**src/hqva_pkg.sv**
```systemverilog
// Package for the harmonic Q-vector accumulator.
// Types and constants shared by the controller, the datapath and the top level.
package hqva_pkg;

  localparam int SumW = 48;
  localparam int WgtW = 30;
  localparam int MagW = 47;
  localparam int CordW = 50;

  localparam logic signed [SumW-1:0] SumMax = {1'b0, {(SumW-1){1'b1}}};
  localparam logic signed [SumW-1:0] SumMin = {1'b1, {(SumW-1){1'b0}}};
  localparam logic [WgtW-1:0] WgtMax = '1;
  localparam logic [MagW-1:0] MagMax = '1;
  localparam logic [31:0] InvGain = 32'd652032874;
  localparam logic [31:0] HalfTurn = 32'h8000_0000;
  localparam logic [31:0] QuarterTurn = 32'h4000_0000;

  localparam logic [1:0] RegEtaMin = 2'd0;
  localparam logic [1:0] RegEtaMax = 2'd1;
  localparam logic [1:0] RegHarmonic = 2'd2;

  // arctangent table, turn units in 32 bits
  function automatic logic [31:0] atan_turn(input logic [4:0] i);
    case (i)
      5'd0: return 32'd536870912;
      5'd1: return 32'd316933406;
      5'd2: return 32'd167458907;
      5'd3: return 32'd85004756;
      5'd4: return 32'd42667331;
      5'd5: return 32'd21354465;
      5'd6: return 32'd10679838;
      5'd7: return 32'd5340245;
      5'd8: return 32'd2670163;
      5'd9: return 32'd1335087;
      5'd10: return 32'd667544;
      5'd11: return 32'd333772;
      5'd12: return 32'd166886;
      5'd13: return 32'd83443;
      5'd14: return 32'd41722;
      5'd15: return 32'd20861;
      5'd16: return 32'd10430;
      5'd17: return 32'd5215;
      5'd18: return 32'd2608;
      5'd19: return 32'd1304;
      5'd20: return 32'd652;
      5'd21: return 32'd326;
      5'd22: return 32'd163;
      5'd23: return 32'd81;
      default: return 32'd0;
    endcase
  endfunction

  typedef enum logic [4:0] {
    ST_IDLE   = 5'b00001,
    ST_ROT    = 5'b00010,
    ST_ACC    = 5'b00100,
    ST_POLAR  = 5'b01000,
    ST_OUT    = 5'b10000
  } state_t;

  // controller to datapath
  typedef struct packed {
    logic load;      // capture input word
    logic rot_step;  // one rotation-mode CORDIC step
    logic acc;       // add the tower to the sums
    logic pol_load;  // load vectoring CORDIC for set pol_set
    logic pol_step;  // one vectoring step
    logic pol_store; // store result of set pol_set
    logic [1:0] pol_set;
    logic clear;     // clear sums after result
  } cmd_t;

  typedef struct packed {
    logic last;    // captured word is last of event
    logic counted; // captured tower is present, in window and under limit
  } status_t;

endpackage

```
**src/hqva_ctrl.sv**
```systemverilog
// Controller FSM for the Q-vector accumulator.
// Depends on hqva_pkg.
module hqva_ctrl import hqva_pkg::*; #(
  parameter int TRIG_BITS = 16
) (
  input  logic    clk,
  input  logic    rst,
  input  logic    in_valid,
  output logic    in_ready,
  output logic    out_valid,
  input  logic    out_ready,
  input  status_t status,
  output cmd_t    cmd
);

  localparam int StepW = $clog2(TRIG_BITS + 2);
  localparam logic [StepW-1:0] LastStep = StepW'(TRIG_BITS - 1);

  state_t state, state_next;
  logic [StepW-1:0] step, step_next;
  logic [1:0] set, set_next;

  always_ff @(posedge clk) begin
    if (rst) begin
      state <= ST_IDLE;
      step <= '0;
      set <= '0;
    end else begin
      state <= state_next;
      step <= step_next;
      set <= set_next;
    end
  end

  always_comb begin
    state_next = state;
    step_next = step;
    set_next = set;
    cmd = '0;
    cmd.pol_set = set;
    in_ready = (state == ST_IDLE);
    out_valid = (state == ST_OUT);
    case (state)
      ST_IDLE: begin
        if (in_valid) begin
          cmd.load = 1'b1;
          step_next = '0;
          state_next = ST_ROT;
        end
      end
      ST_ROT: begin
        cmd.rot_step = 1'b1;
        step_next = step + 1'b1;
        if (step == LastStep) state_next = ST_ACC;
      end
      ST_ACC: begin
        cmd.acc = status.counted;
        if (status.last) begin
          set_next = '0;
          cmd.pol_set = 2'd0;
          state_next = ST_POLAR;
          step_next = '0;
        end else begin
          state_next = ST_IDLE;
        end
      end
      ST_POLAR: begin
        // step 0 loads, 1..TRIG_BITS iterate, then store
        if (step == '0) begin
          cmd.pol_load = 1'b1;
          step_next = step + 1'b1;
        end else if (step == StepW'(TRIG_BITS + 1)) begin
          cmd.pol_store = 1'b1;
          step_next = '0;
          if (set == 2'd2) state_next = ST_OUT;
          else set_next = set + 1'b1;
        end else begin
          cmd.pol_step = 1'b1;
          step_next = step + 1'b1;
        end
      end
      ST_OUT: begin
        if (out_ready) begin
          cmd.clear = 1'b1;
          state_next = ST_IDLE;
        end
      end
      default: state_next = ST_IDLE;
    endcase
  end

  a_onehot: assert property (@(posedge clk) disable iff (rst) $onehot(state))
    else $error("state not one-hot");
  a_set: assert property (@(posedge clk) disable iff (rst) set != 2'd3)
    else $error("set index out of range");
  a_store_out: assert property (@(posedge clk) disable iff (rst)
    cmd.pol_store && set == 2'd2 |=> out_valid)
    else $error("result not presented after last set");

endmodule

```
**config.mk**
```make
export PLATFORM = sky130hd
export DESIGN_NAME = hqva_ctrl
export DESIGN_NICKNAME = d
export VERILOG_FILES = /design/src/hqva_pkg.sv /design/src/hqva_ctrl.sv
export SDC_FILE = /design/constraint.sdc
export NUM_CORES = 1
export LEC_CHECK = 0
export BUFFER_PORTS_ARGS = -buffer_cell sky130_fd_sc_hd__buf_4
export CORE_MARGIN = 2
export CORE_UTILIZATION = 47
export CTS_CLUSTER_SIZE = 40
export DETAILED_ROUTE_END_ITERATION = 10
export HOLD_SLACK_MARGIN = 0.03
export PLACE_DENSITY = 0.8
export SLEW_MARGIN = 20
export SYNTH_ARGS = -nofsm -noshare
export SYNTH_HDL_FRONTEND = slang
export SYNTH_SLANG_ARGS = --single-unit
```
**constraint.sdc**
```tcl
create_clock -name clk -period 1.93 [get_ports clk]
set_clock_uncertainty 0.2 [all_clocks]
set_input_delay 0.193 -clock clk [delete_from_list [all_inputs] [get_ports clk]]
set_output_delay 0.193 -clock clk [all_outputs]
set_load 0.05 [all_outputs]
```
==> flow_metrics.py <==
metrics = {
    "run_status": {
        "outcome": "finished with violations",
        "violations": "negative setup slack",
    },
    "synthesis": {
        "yosysSeqAreaShare": 0.283,
        "ys_top_cells_by_count": "12 x dfxtp_1, 7 x inv_1, 7 x nor2_1",
        "syn_nets": 113,
        "synth.area.top_cells": "dfxtp_1 28%, ha_1 7.4%, inv_1 3.1%, nor2_1 3.1%, or3b_1 3.1%",
        "syn_area_per_cell_um2": 8.33,
        "synth_top_area_frac": 0.283,
        "synth-async-reset-ratio": 0,
        "synth_edf_count": 0,
        "synth-seq-cells": 12,
        "synth_warnings": 0,
        "netlist_area_um2": 850,
        "yosys_most_used_dff": "dfxtp_1",
        "synth_cell_types": 43,
        "synth_top_area_cell": "dfxtp_1",
        "synth_cells": 102,
        "yosysMostFrequentCell": "dfxtp_1",
    },
    "detailed_routing": {
        "via_per_inst": 6.01,
        "first_pass_iters": 4,
        "vias": 955,
        "wirelength_um": 2470,
        "detail_route.wl_per_cell_um": 15.5,
        "route.detailed.drc": 0,
        "ant_nets": 0,
        "drtIter0Drc": 33,
    },
    "power_and_ir_drop": {
        "p_clk_frac": 0.311,
        "p_per_area_nw_per_um2": 554,
        "switching_share": 0.333,
        "switchingPower_w": 0.000229,
        "internal_power_w": 0.000459,
        "seqPwrFrac": 0.395,
        "peakVddDrop_uv": 452,
        "p_comb_frac": 0.294,
        "p_leak_nw": 0.503,
    },
    "placement": {
        "dpl.hpwl_um": 1660,
        "gp_congestion": 0.810,
        "post_dp_cell_area_um2": 1070,
        "io_buffer_count": 16,
    },
    "sta": {
        "fin_crit_sh": 1.01,
        "slew_violations": 0,
        "layout_setup_ws_ps": -16.0,
        "grt_setup_unrepaired": "yes",
        "period_minus_slack_ps": 1950,
        "holdWs_ps": 32.5,
        "fin_tns_setup_ps": -16.0,
        "worst_pin_slew_ps": 375,
        "hold_violations": 0,
        "slew_headroom": 0.749,
        "max_freq_ghz": 0.514,
        "setup_viol": 1,
    },
    "cells_and_area": {
        "syn_to_final_growth_pct": 46.1,
        "stdcell_area_um2": 1240,
        "diodes": 0,
        "final_nets": 146,
        "drive_above_1_share": 0.455,
    },
    "floorplanning": {
        "fp.dieH_um": 46.5,
        "die_w_um": 46.5,
        "die-area_um2": 2160,
        "initial_core_util": 0.497,
        "core_area_um2": 1710,
        "rows": 15,
        "io_pins": 17,
    },
    "worst_hold_path": {
        "holdPathStages": 3,
        "worst_hold_path_type": "in -> reg",
    },
    "global_routing": {
        "grt_pass1_vias": 842,
        "gr-usage-all-layers": 0.227,
        "grt_max_degree": 10,
        "gr-total-overflow": 0,
        "grt_first_pass_wirelength_um": 3550,
        "antenna_found_initial": 0,
    },
    "setup_path": {
        "crit_path_start_kind": "flop",
        "cp.required_ps": 1540,
        "critical_path.top_delay_family": "simple AND/OR/NAND/NOR gates",
        "path_class": "reg -> out",
        "reg2reg_depth": 6,
        "worstSetupPathDepth": 4,
        "critical_path.max_fanout": 8,
        "cp-end-kind": "output pin",
        "critPathMaxStageDelay_ps": 400,
        "slowest_stage": "or3b_4",
        "path_cells": "or3b_4 > or2_4 > clkinv_4 > buf_8",
        "crit_buf_inv": 2,
        "cp_data_arrival_time_ps": 1550,
    },
    "clock_network": {
        "clock_path_buffers": 2,
        "cts_buffers": 3,
        "htreeDepth": 1,
        "root_buffer": "clkbuf_4",
        "cts_tree": "yes",
        "cts.sinks": 12,
        "clk_latency_ps": 290,
        "clk_pin_slew_ps": 80,
    },
    "job": {
        "cap_violations": 0,
    },
}
registers in the layout, indices dropped and copies added, names as in the netlist:
signal	count
step	5
state	5
set	2
per-stage QoR:
stage	power [W]	utilization	cells	setup slack (ps)
3_3_place_gp	0.000440	0.626	148	-26.6
5_1_grt	0.000710	0.727	159	-64.2
6_report	0.000687	0.727	159	-16.0
4_1_cts	0.000656	0.692	154	0.960
3_5_place_dp	0.000443	0.626	148	-122
2_1_floorplan	0.000395	-	102	-2.02
final cells by class:
class                   instances  area, um^2
fillers                       109         467
multi-input cells              79         631
well taps                      25        31.3
inverters                       8        35.0
flip-flops and latches         12         258
repair buffers                 31         250
clock buffers                   4        36.3
tightest hold or removal path, stage by stage:
cell,delay [ps]
buf_4,90
or4_4,120
o211ai_1,70
kinds of logic (layout without fill, tap and decap cells):
logic type | count (synthesis) | after routing | synth area share
buffers and inverters | 11 | 43 | 0.0560
AND/OR/NAND/NOR | 46 | 46 | 0.343
adder cells (fa/ha/maj) | 5 | 5 | 0.0736
AO/OA/AOI/OAI | 27 | 27 | 0.234
flip-flops | 12 | 12 | 0.283
XOR/XNOR | 1 | 1 | 0.0103
layer usage:
| metal | share of wire | up-vias | routed length, um | global-route usage |
|---|---|---|---|---|
| met1 | 0.40 | 458 | 999 | 0.277 |
| met5 | 0 | - | 0 | 0 |
| met3 | 0.057 | 3 | 141 | 0.0235 |
| li1 | - | 451 | - | - |
| met4 | 0.0077 | 0 | 19 | 0.0514 |
| met2 | 0.53 | 43 | 1310 | 0.419 |
power groups by stage:
stage	registers [W]	logic (W)	clock network (W)
4_1_cts	0.000273	0.000180	0.000202
2_1_floorplan	0.000274	0.000121	0
3_3_place_gp	0.000278	0.000162	0
6_report	0.000272	0.000202	0.000214
3_5_place_dp	0.000279	0.000165	0
5_1_grt	0.000273	0.000213	0.000224
layout by cell type, fill, tap and decap left out, drive strengths merged, types with 2 or more instances in the layout:
master	instances
o211ai	2
a31oi	2
o22ai	2
inv	7
and2	4
dfxtp	12
o21a	2
ha	5
a21oi	5
and3	2
nor2b	2
nand2b	3
clkbuf	4
nor2	7
o21ai	3
a22oi	2
buf	30
o32ai	2
nand4bb	2
nand2	5
nand3	3
or3b	3
or2	2
nor3	5
worst paths after layout:
| path | from | endpoint | slack (ps) |
|---|---|---|---|
| max | state[3]$_SDFFE_PP0P_ | cmd[7] | -20 |
| min | in_valid | state[0]$_SDFFE_PP1P_ | 30 |
| max reg2reg | set[0]$_SDFFE_PP0P_ | set[1]$_SDFFE_PP0P_ | 30 |
| min reg2reg | step[0]$_SDFFE_PP0P_ | step[0]$_SDFFE_PP0P_ | 290 |
repair_timing:
action                     CTS  global route
cloned                       0             0
resized for setup           15             9
hold buffers                 1             0
hold endpoints to repair     7             0
buffers inserted             1             5
pin swaps                    1             2
setup endpoints to repair    8             9
(Power assumes the default switching activity.)
